<file path="src/design/fqsd_pkg.sv">
package fqsd_pkg;

	localparam int unsigned MODE_W    = 3;
	localparam int unsigned VALUE_W   = 16;
	localparam int unsigned KEY_W     = 15;
	localparam int unsigned STATUS_W  = 2;
	localparam int unsigned OCC_W     = 5;
	localparam int unsigned DEPTH_DEF = 16;

	typedef enum logic [MODE_W-1:0] {
		MODE_ENQ  = 3'd0,
		MODE_DEQ  = 3'd1,
		MODE_PEEK = 3'd2,
		MODE_SRCH = 3'd3,
		MODE_DEL  = 3'd4,
		MODE_CLR  = 3'd5
	} mode_t;

	typedef enum logic [STATUS_W-1:0] {
		ST_OK    = 2'd0,
		ST_NEG   = 2'd1,
		ST_FULL  = 2'd2,
		ST_EMPTY = 2'd3
	} status_t;

	typedef enum logic [3:0] {
		S_IDLE  = 4'b0001,
		S_READ  = 4'b0010,
		S_SCAN  = 4'b0100,
		S_SHIFT = 4'b1000
	} state_t;

endpackage

</file>
<file path="src/design/fqsd_req_if.sv">
interface fqsd_req_if;
	logic                                valid;
	logic                                ready;
	logic [fqsd_pkg::MODE_W-1:0]         mode;
	logic signed [fqsd_pkg::VALUE_W-1:0] value;

	modport source (output valid, output mode, output value, input ready);
	modport sink (input valid, input mode, input value, output ready);
endinterface

</file>
<file path="src/design/fqsd_rsp_if.sv">
interface fqsd_rsp_if;
	logic                          valid;
	logic                          ready;
	logic [fqsd_pkg::STATUS_W-1:0] status;
	logic [fqsd_pkg::KEY_W-1:0]    data_out;
	logic                          found;
	logic                          is_empty;
	logic [fqsd_pkg::OCC_W-1:0]    occupancy;

	modport source (output valid, output status, output data_out, output found,
		output is_empty, output occupancy, input ready);
	modport sink (input valid, input status, input data_out, input found,
		input is_empty, input occupancy, output ready);
endinterface

</file>
<file path="src/design/fqsd_mem.sv">
module fqsd_mem #(
	parameter int unsigned DEPTH = fqsd_pkg::DEPTH_DEF,
	localparam int unsigned AW = $clog2(DEPTH)
) (
	input  logic                       clk,
	input  logic                       we,
	input  logic [AW-1:0]              waddr,
	input  logic [fqsd_pkg::KEY_W-1:0] wdata,
	input  logic [AW-1:0]              raddr,
	output logic [fqsd_pkg::KEY_W-1:0] rdata
);
	import fqsd_pkg::*;

	logic [KEY_W-1:0] mem [DEPTH];

	always_ff @(posedge clk) begin
		if (we) begin
			mem[waddr] <= wdata;
		end
		rdata <= mem[raddr];
	end

endmodule

</file>
<file path="src/design/fqsd_ctrl.sv">
module fqsd_ctrl #(
	parameter int unsigned DEPTH = fqsd_pkg::DEPTH_DEF,
	localparam int unsigned AW = $clog2(DEPTH),
	localparam int unsigned CW = $clog2(DEPTH + 1)
) (
	input  logic                       clk,
	input  logic                       arst_n,
	fqsd_req_if.sink                   req,
	fqsd_rsp_if.source                 rsp,
	output logic                       mem_we,
	output logic [AW-1:0]              mem_waddr,
	output logic [fqsd_pkg::KEY_W-1:0] mem_wdata,
	output logic [AW-1:0]              mem_raddr,
	input  logic [fqsd_pkg::KEY_W-1:0] mem_rdata
);
	import fqsd_pkg::*;

	localparam logic [CW-1:0]    ONE_C    = CW'(1);
	localparam logic [CW-1:0]    TWO_C    = CW'(2);
	localparam logic [CW-1:0]    FULL_C   = CW'(DEPTH);
	localparam logic [OCC_W-1:0] FULL_OCC = OCC_W'(DEPTH);

	// Ring position of the entry that lies rel places after the oldest one.
	function automatic logic [AW-1:0] phys(input logic [AW-1:0] head,
		input logic [CW-1:0] rel);
		logic [AW:0] s;
		s = {1'b0, head} + (AW+1)'(rel);
		if (s >= (AW+1)'(DEPTH)) begin
			s = s - (AW+1)'(DEPTH);
		end
		return s[AW-1:0];
	endfunction

	state_t           st_q, st_d;
	logic [AW-1:0]    head_q, head_d;
	logic [CW-1:0]    count_q, count_d;
	logic [CW-1:0]    idx_q, idx_d;
	mode_t            mode_q, mode_d;
	logic [KEY_W-1:0] key_q, key_d;

	logic             in_ready, accept, negative;
	logic [KEY_W-1:0] key;
	logic             done;
	status_t          r_status;
	logic [KEY_W-1:0] r_data;
	logic             r_found;
	logic [CW-1:0]    r_count;

	logic             rsp_valid_q;
	status_t          status_q;
	logic [KEY_W-1:0] data_q;
	logic             found_q, empty_q;
	logic [OCC_W-1:0] occ_q;

	assign in_ready  = (st_q == S_IDLE) && (!rsp_valid_q || rsp.ready);
	assign req.ready = in_ready;
	assign accept    = req.valid && in_ready;
	assign negative  = req.value[VALUE_W-1];
	assign key       = req.value[KEY_W-1:0];

	always_comb begin
		st_d      = st_q;
		head_d    = head_q;
		count_d   = count_q;
		idx_d     = idx_q;
		mode_d    = mode_q;
		key_d     = key_q;
		done      = 1'b0;
		r_status  = ST_OK;
		r_data    = '0;
		r_found   = 1'b0;
		r_count   = count_q;
		mem_we    = 1'b0;
		mem_waddr = phys(head_q, count_q);
		mem_wdata = key;
		mem_raddr = head_q;
		case (st_q)
			S_IDLE: begin
				if (accept) begin
					mode_d = mode_t'(req.mode);
					key_d  = key;
					idx_d  = '0;
					case (mode_t'(req.mode))
						MODE_ENQ: begin
							done = 1'b1;
							if (negative) begin
								r_status = ST_NEG;
							end else if (count_q == FULL_C) begin
								r_status = ST_FULL;
							end else begin
								mem_we  = 1'b1;
								count_d = count_q + ONE_C;
								r_count = count_d;
							end
						end
						MODE_DEQ, MODE_PEEK: begin
							if (count_q == '0) begin
								done     = 1'b1;
								r_status = ST_EMPTY;
							end else begin
								st_d = S_READ;
							end
						end
						MODE_SRCH, MODE_DEL: begin
							if (negative || count_q == '0) begin
								done = 1'b1;
							end else begin
								st_d = S_SCAN;
							end
						end
						MODE_CLR: begin
							done    = 1'b1;
							count_d = '0;
							head_d  = '0;
							r_count = '0;
						end
						default: begin
							done = 1'b1;
						end
					endcase
				end
			end
			S_READ: begin
				done   = 1'b1;
				r_data = mem_rdata;
				st_d   = S_IDLE;
				if (mode_q == MODE_DEQ) begin
					head_d  = phys(head_q, ONE_C);
					count_d = count_q - ONE_C;
					r_count = count_d;
				end
			end
			S_SCAN: begin
				mem_raddr = phys(head_q, idx_q + ONE_C);
				if (mem_rdata == key_q) begin
					if (mode_q == MODE_DEL) begin
						st_d = S_SHIFT;
					end else begin
						done    = 1'b1;
						r_found = 1'b1;
						st_d    = S_IDLE;
					end
				end else if (idx_q + ONE_C == count_q) begin
					done = 1'b1;
					st_d = S_IDLE;
				end else begin
					idx_d = idx_q + ONE_C;
				end
			end
			S_SHIFT: begin
				if (idx_q + ONE_C < count_q) begin
					mem_we    = 1'b1;
					mem_waddr = phys(head_q, idx_q);
					mem_wdata = mem_rdata;
					mem_raddr = phys(head_q, idx_q + TWO_C);
					idx_d     = idx_q + ONE_C;
				end else begin
					count_d = count_q - ONE_C;
					r_count = count_d;
					r_found = 1'b1;
					done    = 1'b1;
					st_d    = S_IDLE;
				end
			end
			default: begin
				st_d = S_IDLE;
			end
		endcase
	end

	always_ff @(posedge clk or negedge arst_n) begin
		if (!arst_n) begin
			st_q        <= S_IDLE;
			head_q      <= '0;
			count_q     <= '0;
			rsp_valid_q <= 1'b0;
		end else begin
			st_q    <= st_d;
			head_q  <= head_d;
			count_q <= count_d;
			if (done) begin
				rsp_valid_q <= 1'b1;
			end else if (rsp.ready) begin
				rsp_valid_q <= 1'b0;
			end
		end
	end

	always_ff @(posedge clk) begin
		idx_q  <= idx_d;
		mode_q <= mode_d;
		key_q  <= key_d;
		if (done) begin
			status_q <= r_status;
			data_q   <= r_data;
			found_q  <= r_found;
			empty_q  <= (r_count == '0);
			occ_q    <= OCC_W'(r_count);
		end
	end

	assign rsp.valid     = rsp_valid_q;
	assign rsp.status    = status_q;
	assign rsp.data_out  = data_q;
	assign rsp.found     = found_q;
	assign rsp.is_empty  = empty_q;
	assign rsp.occupancy = occ_q;

	a_count_bound: assert property (@(posedge clk) disable iff (!arst_n)
		count_q <= FULL_C)
		else $error("entry count exceeds the queue depth");

	a_busy_not_ready: assert property (@(posedge clk) disable iff (!arst_n)
		(st_q != S_IDLE) |-> !in_ready)
		else $error("request accepted while an operation is in progress");

	a_full_occ: assert property (@(posedge clk) disable iff (!arst_n)
		(rsp_valid_q && status_q == ST_FULL) |-> (occ_q == FULL_OCC))
		else $error("full status reported with the queue not full");

	a_done_idle: assert property (@(posedge clk) disable iff (!arst_n)
		(done && st_q != S_IDLE) |=> (st_q == S_IDLE && rsp_valid_q))
		else $error("finished operation did not return to idle with a response");

endmodule

</file>
<file path="src/design/fifo_queue_search_delete_unit.sv">
// Enqueue, clear, rejected and empty requests give a registered response in the cycle after acceptance.
// Dequeue and peek pass through the read state, as the oldest entry is read from the ring memory first.
// Search walks the entries one per cycle until it finds the key or has checked the newest entry.
// A matching delete then moves the later entries down, one per cycle.
// A new request is taken in the cycle its predecessor's response is shown, if the sink takes it.
// Reset clears the fill count, ring head and response valid; the entries stay as they were.
module fifo_queue_search_delete_unit #(
	parameter int unsigned DEPTH = fqsd_pkg::DEPTH_DEF
) (
	input  logic       clk,
	input  logic       arst_n,
	fqsd_req_if.sink   req,
	fqsd_rsp_if.source rsp
);
	import fqsd_pkg::*;

	localparam int unsigned AW = $clog2(DEPTH);

	logic             mem_we;
	logic [AW-1:0]    mem_waddr;
	logic [KEY_W-1:0] mem_wdata;
	logic [AW-1:0]    mem_raddr;
	logic [KEY_W-1:0] mem_rdata;

	fqsd_ctrl #(.DEPTH(DEPTH)) u_ctrl (
		.clk       (clk),
		.arst_n    (arst_n),
		.req       (req),
		.rsp       (rsp),
		.mem_we    (mem_we),
		.mem_waddr (mem_waddr),
		.mem_wdata (mem_wdata),
		.mem_raddr (mem_raddr),
		.mem_rdata (mem_rdata)
	);

	fqsd_mem #(.DEPTH(DEPTH)) u_mem (
		.clk   (clk),
		.we    (mem_we),
		.waddr (mem_waddr),
		.wdata (mem_wdata),
		.raddr (mem_raddr),
		.rdata (mem_rdata)
	);

endmodule
</file>
<file path="src/flat_wrapper.sv">
// flat-port wrapper written by rule: the top's interface ports become plain ports
module fifo_queue_search_delete_unit_flat import fqsd_pkg::*;
#(
	parameter int unsigned DEPTH = fqsd_pkg::DEPTH_DEF
)
  (clk, arst_n, req_valid, req_mode, req_value, req_ready, rsp_valid, rsp_status, rsp_data_out, rsp_found, rsp_is_empty, rsp_occupancy, rsp_ready);
  fqsd_req_if req_i ();
  fqsd_rsp_if rsp_i ();
  input  logic clk;
  input  logic arst_n;
  input wire logic [$bits(req_i.valid)-1:0] req_valid;
  input wire logic [$bits(req_i.mode)-1:0] req_mode;
  input wire logic [$bits(req_i.value)-1:0] req_value;
  output wire logic [$bits(req_i.ready)-1:0] req_ready;
  output wire logic [$bits(rsp_i.valid)-1:0] rsp_valid;
  output wire logic [$bits(rsp_i.status)-1:0] rsp_status;
  output wire logic [$bits(rsp_i.data_out)-1:0] rsp_data_out;
  output wire logic [$bits(rsp_i.found)-1:0] rsp_found;
  output wire logic [$bits(rsp_i.is_empty)-1:0] rsp_is_empty;
  output wire logic [$bits(rsp_i.occupancy)-1:0] rsp_occupancy;
  input wire logic [$bits(rsp_i.ready)-1:0] rsp_ready;
  assign req_i.valid = req_valid;
  assign req_i.mode = req_mode;
  assign req_i.value = req_value;
  assign req_ready = req_i.ready;
  assign rsp_valid = rsp_i.valid;
  assign rsp_status = rsp_i.status;
  assign rsp_data_out = rsp_i.data_out;
  assign rsp_found = rsp_i.found;
  assign rsp_is_empty = rsp_i.is_empty;
  assign rsp_occupancy = rsp_i.occupancy;
  assign rsp_i.ready = rsp_ready;
  fifo_queue_search_delete_unit #(.DEPTH(DEPTH)) u_core (.clk(clk), .arst_n(arst_n), .req(req_i), .rsp(rsp_i));
endmodule
</file>
<file path="config.mk">
export PLATFORM = sky130hd
export DESIGN_NAME = fifo_queue_search_delete_unit_flat
export DESIGN_NICKNAME = d
export VERILOG_FILES = /design/src/design/fqsd_pkg.sv /design/src/design/fqsd_req_if.sv /design/src/design/fqsd_rsp_if.sv /design/src/design/fqsd_mem.sv /design/src/design/fqsd_ctrl.sv /design/src/design/fifo_queue_search_delete_unit.sv /design/src/flat_wrapper.sv
export SDC_FILE = /design/constraint.sdc
export NUM_CORES = 1
export LEC_CHECK = 0
export ABC_AREA = 1
export BUFFER_PORTS_ARGS = -buffer_cell sky130_fd_sc_hd__buf_2
export CORE_MARGIN = 10
export CORE_UTILIZATION = 35
export CTS_CLUSTER_SIZE = 12
export DETAILED_ROUTE_END_ITERATION = 8
export SETUP_SLACK_MARGIN = 0.02
export SLEW_MARGIN = 0
export SYNTH_ARGS = -nofsm -noshare
export SYNTH_HDL_FRONTEND = slang
export SYNTH_SLANG_ARGS = --single-unit
export TNS_END_PERCENT = 20
</file>
<file path="constraint.sdc">
create_clock -name clk -period 8.8 [get_ports clk]
set_input_delay 0.44 -clock clk [delete_from_list [all_inputs] [get_ports clk]]
set_output_delay 0.44 -clock clk [all_outputs]
set_load 0.02 [all_outputs]
</file>
### Word level (Yosys, flattened, before mapping)

Memory sizes are Yosys's and may differ from the RTL's. A register that Yosys moved wholly into a read port is not among the register bits.
Index checks and enable logic that the tools add are counted.

* register bits after elaboration: 61
* memory bits (writable): 240
* input bits: 23
* output and inout port bits: 26
* memories: 1

* $add $sub $neg: 14
* $lt $le $gt $ge: 6
* eq/ne operators: 25
* multiplexer cells: 61
* reduce and logical (&&, ||, !) cells: 17

Memory list
* u_core.u_mem.mem: depth 16, width 15, rd ports 1, clocked after Yosys merged registers in 1, write ports 1, RTL line fqsd_mem.sv:14 `logic [KEY_W-1:0] mem [DEPTH];`

Operators with widths (number)
* $mux 4: 18
* $mux 5: 9
* $mux 15: 2
* $pmux 5 s3: 2
* $ge 5x5->1 const B: 5
* $pmux 4 s2: 3
* $add 4x5->5: 4
* $sub 4x1->4 const B: 5
* $mux 1: 17
* $eq 15x15->1: 1
* $ne 2x2->1 const B: 6
* $pmux 4 s3: 1
* $add 5x1->5 const B: 2
* $logic_not 5->1: 2
* $pmux 5 s2: 1
* $eq 3x3->1 const B: 3
* $ne 3x3->1 const B: 3
* $eq 3x1->1 const B: 2
* $eq 3x2->1 const B: 2
* $mux 2: 3
* $pmux 1 s2: 3
* $reduce_and 6->1: 1
* $add 4x1->5 const B: 1
* $add 5x2->5 const B: 1
* 22 further kinds: 26

### Longest topological paths before layout

Gate-level depths: netlist of the first run.

* word-level depth: 8
* mapped depth: 21
* depth with buffers taken out: 19

### By module

From an unflattened synthesis of the first run, not the netlist that was laid out.

* cells, all modules: 1474
* area total of the unflattened synthesis: 14605.3 um^2

By module, submodules not included
* fqsd_mem: instances 1, cells an instance 1009, area an instance 10611.4 um^2, sequential area each 7507.2 um^2
* fqsd_ctrl: instances 1, cells an instance 465, area an instance 3993.8 um^2, sequential area each 1762.9 um^2

### Worst setup path before layout of the first run

No wires, ideal clock.

* path type: flip-flop to flip-flop
* start: reg u_core.u_ctrl.idx_q[0]
* end: mem u_core.u_mem.mem[0][0], enable pin
* arrival: 2.965 ns
* data required time: 8.414 ns
* slack: 5.449 ns
* cell stages (with the launch flop): 16
* path buffers: 1
* path through: edfxtp_1 ha_1 nand2_1 nor2_1 xor2_1 ha_1 nand2_1 inv_1 a21oi_1 nand3_2 buf_2 o21ai_0 inv_1 nor2_1 nand2_1 nor2_1

* longest elaborated chain between the ends: 6
* elaborated cells on any way between the ends: 12
* those cells by class: add/sub (3); order compare (2); mux (7)

Ends and longest elaborated chain
* from (decl): RTL line fqsd_ctrl.sv:37 `logic [CW-1:0] idx_q, idx_d;`
* from (signal assigned): RTL line fqsd_ctrl.sv:190 `idx_q <= idx_d;`
* $add 5x1->5: RTL line fqsd_ctrl.sv:151 `if (idx_q + ONE_C < count_q) begin`
* $lt 5x5->1: RTL line fqsd_ctrl.sv:151
* $mux 1: RTL line fqsd_ctrl.sv:151
* $pmux 1 s2: RTL line fqsd_ctrl.sv:77 `case (st_q)`
* $mux 1: RTL line fqsd_mem.sv:17 `if (we) begin`
* $mux 1 (implied by the code): RTL line fqsd_mem.sv:18 `mem[waddr] <= wdata;`
* to (decl): RTL line fqsd_mem.sv:14

Parallel ways exist; a longest one is shown, timed or not.

### Worst setup path in the final report of the first run

* start: reg u_core.u_ctrl.idx_q[0]
* end: reg u_core.u_mem.rdata[1] (netlist bit), read port of u_core.u_mem.mem

* longest elaborated chain between the ends: 6
* elaborated cells on any way between the ends: 13
* those cells by class: add/sub (6); order compare (3); mux (4)

Ends and longest elaborated chain
* $add 5x2->5: RTL line fqsd_ctrl.sv:155 `mem_raddr = phys(head_q, idx_q + TWO_C);`
* $add 4x5->5: RTL line fqsd_ctrl.sv:27 `s = {1'b0, head} + (AW+1)'(rel);`
* $sub 4x1->4 / $ge 5x5->1 (equally long branches): RTL line fqsd_ctrl.sv:29, fqsd_ctrl.sv:28
* $mux 4: RTL line fqsd_ctrl.sv:28 `if (s >= (AW+1)'(DEPTH)) begin`
* $mux 4: RTL line fqsd_ctrl.sv:151
* $pmux 4 s2 *: RTL line fqsd_ctrl.sv:77
* to (decl): RTL line fqsd_mem.sv:10 `output logic [fqsd_pkg::KEY_W-1:0] rdata`

Mark *: on every way between the ends. The rest lies on a longest branch, timed or not.
A chain may end at the register's enable or synchronous reset.

==> results.yml, run 1 <==
outcome:
  status: "finished, final reports clean"
placement:
  place.gp.congestion: 0.807
  dp.final_hpwl_um: 21500
  port_buffers: 48
logic_synthesis:
  synth_cell_types: 42
  synth_simple_gate_area_share_pct: 22.2
  syn_inst: 1414
  synth_seq_cells: 316
  synth_top_cell_by_area: "edfxtp_1"
  synth_xor_area_share_pct: 2.10
  avgSynthCellArea_um2: 10.3
  synth_compound_area_share_pct: 1.87
  synth_top_family_by_area: "simple AND/OR/NAND/NOR gates"
  netlist_area_mm2: 0.0145
  syn_nets: 1462
  synth_top_area_share_pct: 59.4
  synth_warnings: 0
  yosysSeqAreaShare_pct: 63.9
  muxShareOfSynthArea_pct: 0
  synthAdderAreaFrac_pct: 2.36
  synthTopCellsByArea: "edfxtp_1, nand3_1, nand2_1"
cts:
  insertion_delay_ns: 0.52
  clk_pin_slew_ns: 0.06
  cts-htree-levels: 2
  cts_tree: "built"
  cts_inserted_buffers: 34
  numClockSinks: 316
  cts-root-buf: "clkbuf_16"
  cts_buffer_depth: 3
  cts.repair.resized: 0
finish:
  syn2layout_area_growth_pct: 12.7
  diodes: 0
  final_nets: 1514
  drive_above_1_share_pct: 10.7
  fillCellCount: 4006
  utilization_pct: 39.9
  multi_input_area_mm2: 0.00417
  final-seq-area_mm2: 0.00927
die:
  die_w_um: 224
  io_pins: 49
  rows: 74
  initial_core_util_pct: 35.4
  dieArea_mm2: 0.0500
  core_mm2: 0.0409
  die_h_um: 224
global_routing:
  grt_overflow_total: 0
  grt_first_pass_wirelength_um: 55500
  grt_usage_pct: 13.9
  grt_start_max_net_pins: 87
  antenna_found_initial: 0
  grt_pass1_vias: 9513
power:
  powerDensity_mw_per_mm2: 300
  power_leakage_nw: 6.85
  ir_drop_v: 0.000131
critical_path:
  cpMostUsedCell: "nand2_1"
  startpoint: "u_core.u_ctrl.idx_q[0]"
  r2r-start: "u_core.u_ctrl.idx_q[0]"
  cpLargestDelayFamily: "simple AND/OR/NAND/NOR gates"
  path_class: "register to register"
  rrSetupSlack_ns: 4.03
  critPathArrivalTime_ns: 5.18
  cp.required_ns: 9.21
  start_kind: "register"
  cpMaxStageDelayCell: "inv_2"
  cp_num_buf_inv: 4
  cp_cell_sequence: "ha_1, nand2_1, nor2_1, xor2_1, ha_1, nand2_1, inv_1, a21oi_1, nand3_2, inv_2, nand2_1, nand3_2, buf_4, inv_2, nand3_1, nand3_1, nand3_1, nand2_1"
  worst_r2r_endpoint: "u_core.u_mem.rdata[1]"
  path_max_fanout: 61
  worstSetupEndpointType: "register"
  reg2reg_depth: 18
  slowest_delay_ns: 0.66
sta:
  hold_viol: 0
  period_needed_ns: 4.77
  slew_headroom_pct: 19.5
  finalSetupViolations: 0
  drv_slew: 0
  rsz0062_at_grt: "no"
  tightest_slew_ns: 1.21
  fin_crit_sh_pct: 54.2
  skew_ns: 0.0172
  fin_tns_setup_ns: 0
  fmax_mhz: 210
route:
  dr_total_vias: 9954
  ant_nets: 0
  avgViaCountPerCell: 4.92
  wl_per_cell_um: 17.5
  dr.first_iter.drc_count: 1083
  firstDrtPassIters: 5
  drcViolationCount: 0
  routed_wl_um: 35400
hold_path:
  hold_path_class: "input port to register"
  hold_depth: 1
  whs_endpoint: "u_core.u_ctrl.key_q[9]"
  hp-start: "req_value[9]"
run:
  maxCapViolCount: 0
-- placed cells by master, fill, tap and decap left out, types with 3 or more instances in the layout --
| cell | n |
|---|---|
| nand2_1 | 341 |
| edfxtp_1 | 287 |
| nand3_1 | 286 |
| inv_1 | 189 |
| nor2_1 | 60 |
| buf_2 | 48 |
| clkbuf_16 | 35 |
| buf_4 | 32 |
| o21ai_0 | 29 |
| ha_1 | 21 |
| clkbuf_1 | 18 |
| xor2_1 | 17 |
| xnor2_1 | 16 |
| dfxtp_1 | 15 |
| dfrtp_1 | 13 |
| nor2_2 | 11 |
| a21oi_1 | 9 |
| nand3_2 | 5 |
| inv_2 | 5 |
| nor3_1 | 5 |
| nand4_1 | 4 |
| nor4_1 | 4 |
| clkinv_2 | 4 |
| fa_1 | 4 |
| nand2_2 | 3 |
| nand2_4 | 3 |
-- Yosys cell counts --
master    count
o22ai_1       2
or2_2         1
nor4_1        4
a21oi_1       9
o31ai_1       2
edfxtp_1    287
nor2_1       68
nor3_1        5
nand2_4       1
ha_1         21
a21oi_2       2
buf_6         5
inv_2         6
inv_1       189
dfrtp_1      13
a21o_1        1
or2_0         1
xnor2_2       1
clkbuf_1     12
nand2_2       5
a22oi_1       1
and3_1        1
o21ai_0      29
buf_2        38
nor3_4        1
xnor2_1      16
nand3_2       5
dfstp_2       1
nand2_1     341
nor2_2        3
inv_4         1
a211oi_1      2
nand4_1       4
fa_1          4
buf_1         1
a31oi_1       1
dfxtp_1      15
nor3_2        1
nand3_1     286
xor2_1       17
buf_4         9
nand3b_1      2
-- state kept, by name, summed over array words and instances (netlist names) --
name,flops
u_core.u_mem.mem,240
u_core.u_ctrl.key_q,15
u_core.u_ctrl.rsp.data_out,15
u_core.u_mem.rdata,15
u_core.u_ctrl.count_q,5
u_core.u_ctrl.idx_q,5
u_core.u_ctrl.rsp.occupancy,5
u_core.u_ctrl.head_q,4
u_core.u_ctrl.st_q,4
u_core.u_ctrl.mode_q,3
u_core.u_ctrl.rsp.status,2
u_core.u_ctrl.rsp.found,1
u_core.u_ctrl.rsp.is_empty,1
u_core.u_ctrl.rsp.valid,1
-- per-stage QoR --
| stage | instances | cell area, um2 | setup WS (ns) | power, W | hold WS [ns] |
|---|---|---|---|---|---|
| global placement | 1961 | 15300 | 4.20 | 0.00359 | 0.362 |
| detailed placement | 1961 | 15300 | 4.06 | 0.00362 | 0.366 |
| floorplan | 1414 | 14500 | 5.45 | 0.00320 | 0.144 |
| CTS | 2023 | 16300 | 4.05 | 0.00494 | 0.107 |
| global route | 2023 | 16300 | 3.58 | 0.00522 | 0.117 |
| finish | 2023 | 16300 | 4.03 | 0.00490 | 0.124 |
-- routing by layer --
layer / track usage, % / routed length, um / vias up
met5: 0 / 0 / -
met4: 3.88 / 700 / 0
met3: 2.12 / 2260 / 49
met2: 22.3 / 16600 / 323
met1: 19.3 / 15900 / 4769
li1: - / - / 4813
-- repair_timing --
item,CTS,global route
hold buffers,1,0
buffers inserted,0,0
endpoints found under the hold margin,13,0
setup endpoints to repair,0,0
-- worst max path at each step --
stage | endpoint | slack [ns] | cells after the start
after floorplan | u_core.u_mem.mem[0][0] | 5.45 | 15
after global placement | u_core.u_mem.rdata[1] | 4.20 | 18
after detailed placement | u_core.u_mem.rdata[1] | 4.06 | 18
after CTS | u_core.u_mem.rdata[1] | 4.05 | 18
after global routing | u_core.u_mem.rdata[1] | 3.58 | 18
final | u_core.u_mem.rdata[1] | 4.03 | 18
-- worst reg2reg max path: stages (launching register included) --
cell and delay, ns:
edfxtp_1 0.47, ha_1 0.25, nand2_1 0.08, nor2_1 0.05, xor2_1 0.15, ha_1 0.32
nand2_1 0.08, inv_1 0.05, a21oi_1 0.20, nand3_2 0.58, inv_2 0.29, nand2_1 0.11
nand3_2 0.08, buf_4 0.58, inv_2 0.68, nand3_1 0.32, nand3_1 0.10, nand3_1 0.18
nand2_1 0.08
-- power by group --
part	total, W	internal, W	switching (W)
sequential	0.00193	0.00181	0.000112
combinational	0.00165	0.000525	0.00113
clock	0.00132	0.000758	0.000559
-- logic make-up after synthesis --
kind of cell / count (synthesis)
flops: 316
simple gates: 729
compound gates: 49
buf+inv: 261
xor+xnor: 34
fa+ha+maj: 25
-- layout make-up --
| class | count | share of cell area [%] |
|---|---|---|
| well taps | 532 | 4.07 |
| flip-flops and latches | 316 | 56.7 |
| clock inverters | 6 | 0.245 |
| clock buffers | 55 | 5.94 |
| repair buffers | 81 | 3.00 |
| multi-input cells | 837 | 25.5 |
| inverters | 196 | 4.52 |
No activity file was read; power rests on OpenSTA's default activity.
==> run 2: changes to the inputs <==
clock period = 5 ns   (was 8.8 ns; I/O delays follow)
==> run 2 against run 1 <==
Net effect:
- clock power is 90% higher
- clock skew is 0.0029 ns higher
- combinational power is 83% higher
- critical path depth stayed put
- via count is 2.7% higher
- setup slack worse by 2.9 ns
- die area stayed put
- sequential cell count stayed put
- core utilization is 1.1 points higher
- routed wire length is 3.4% higher
- clock-buffer cell count stayed put
- largest power group unchanged
==> results.yml, run 2 (same netlist as run 1, synthesis figures left out) <==
finish:
  largest_reg_flops: 240
  layout_common_cells: "nand2_1, edfxtp_1, nand3_1"
  final_nets: 1550
  syn2layout_area_growth_pct: 15.8
  final_common_cell: "nand2_1"
  utilization_pct: 41.0
  top_register: "u_core.u_mem.mem"
  design_area_mm2: 0.0168
  drive_above_1_share_pct: 11.9
  diodes: 0
route:
  wl_met1_um: 15900
  ant_nets: 0
  wl_per_cell_um: 17.8
  firstDrtPassIters: 5
  avgViaCountPerCell: 4.96
  maxUsedRoutingLayer: "met4"
  wl_met2_um: 17500
  drcViolationCount: 0
  wl_met3_um: 2340
  dr_total_vias: 10200
  dr.first_iter.drc_count: 933
  routed_wl_um: 36600
cts:
  cts-htree-levels: 2
  ctsHoldBuffers: 19
  insertion_delay_ns: 0.53
  cts.repair.resized: 0
  clk_pin_slew_ns: 0.06
  cts_inserted_buffers: 35
  cts_tree: "built"
  numClockSinks: 316
  post-cts-setup-buffer-count: 0
  cts_buffer_depth: 3
  cts-root-buf: "clkbuf_16"
sta:
  fin_crit_sh_pct: 78.2
  period_needed_ns: 3.91
  slew_headroom_pct: 31.4
  fmax_mhz: 256
  hold_viol: 0
  setup_slack_ns: 1.09
  skew_ns: 0.0201
  finalSetupViolations: 0
  drv_slew: 0
  tightest_slew_ns: 1.03
  fin_tns_setup_ns: 0
  rsz0062_at_grt: "no"
die:
  rows: 74
  initial_core_util_pct: 35.4
  die_w_um: 224
  core_mm2: 0.0409
  die_h_um: 224
  io_pins: 49
  dieArea_mm2: 0.0500
run:
  maxCapViolCount: 0
placement:
  dpl_cell_area_mm2: 0.0155
  port_buffers: 48
  dp.final_hpwl_um: 22800
  place.gp.congestion: 0.874
  pre_cts_ws_ns: 1.12
global_routing:
  grt_first_pass_wirelength_um: 57200
  grt_usage_pct: 14.4
  grt_pass1_vias: 9939
  grt_overflow_total: 0
  grt_start_max_net_pins: 121
  antenna_found_initial: 0
power:
  clock_power_share_pct: 28.1
  power_leakage_nw: 7.09
  finalPower_w: 0.00892
  ir_drop_v: 0.000256
  powerDensity_mw_per_mm2: 531
  switchingPower_w: 0.00329
  p_sw_share_pct: 36.9
  p_seq_share_pct: 38.0
  p_int_w: 0.00563
  p_comb_share_pct: 33.9
hold_path:
  hold_depth: 3
  hp-start: "rsp_ready"
  whs_endpoint: "u_core.u_ctrl.rsp.valid"
  hold_path_class: "input port to register"
critical_path:
  start_kind: "register"
  cp.required_ns: 5.39
  worstSetupEndpointType: "register"
  worst_r2r_endpoint: "u_core.u_mem.rdata[4]"
  critPathArrivalTime_ns: 4.30
  reg2reg_depth: 18
  rrSetupSlack_ns: 1.09
  path_class: "register to register"
  r2r-start: "u_core.u_ctrl.idx_q[0]"
  path_max_fanout: 53
outcome:
  status: "finished, final reports clean"
[run 2: final cells by class]
cell class                      count  area, um2
Fill cell                        3886      24100
Timing Repair Buffer              116        833
Multi-Input combinational cell    837       4170
Tap cell                          532        666
Clock buffer                       55       1030
Sequential cell                   316       9270
Clock inverter                      9       85.1
Inverter                          196        739
[run 2: power groups by stage]
stage	logic (W)	registers [W]	clock network [W]
floorplan	0.00216	0.00347	0
global placement	0.00296	0.00343	0
detailed placement	0.00300	0.00344	0
CTS	0.00302	0.00339	0.00256
global route	0.00339	0.00340	0.00266
finish	0.00302	0.00339	0.00251
[run 2: worst max path at each step]
stage / start / end / depth (start not counted)
after floorplan: u_core.u_ctrl.idx_q[0] / u_core.u_mem.mem[0][0] / 15
after global placement: u_core.u_ctrl.idx_q[0] / u_core.u_mem.rdata[10] / 18
after detailed placement: u_core.u_ctrl.idx_q[0] / u_core.u_mem.rdata[4] / 18
after CTS: u_core.u_ctrl.idx_q[0] / u_core.u_mem.rdata[10] / 18
after global routing: u_core.u_ctrl.idx_q[0] / u_core.u_mem.rdata[4] / 18
final: u_core.u_ctrl.idx_q[0] / u_core.u_mem.rdata[4] / 18
[run 2: per-layer routing]
metal / GRT usage (%) / vias to the layer above
li1: - / 4889
met1: 18.6 / 4947
met5: 0 / -
met4: 4.88 / 0
met2: 24.0 / 330
met3: 2.28 / 60
[run 2: worst max-delay path: stages (launching register included)]
cell and delay (ns):
edfxtp_1 0.46, ha_1 0.26, nand2_1 0.09, nor2_1 0.05, xor2_1 0.15, ha_1 0.31, nand2_1 0.09, inv_1 0.05
a21oi_1 0.21, nand4_1 0.19, nand2_1 0.13, clkinv_2 0.38, nand2_4 0.50, buf_12 0.29, nand2_1 0.09, nand3_1 0.09
nand3_1 0.13, nand3_1 0.13, nand2_1 0.11
[run 2: metrics by stage]
step / cells / hold slack (ns)
finish: 2061 / 0.0940
global route: 2061 / 0.113
CTS: 2060 / 0.0679
detailed placement: 1977 / 0.179
global placement: 1977 / 0.173
floorplan: 1414 / -0.0456
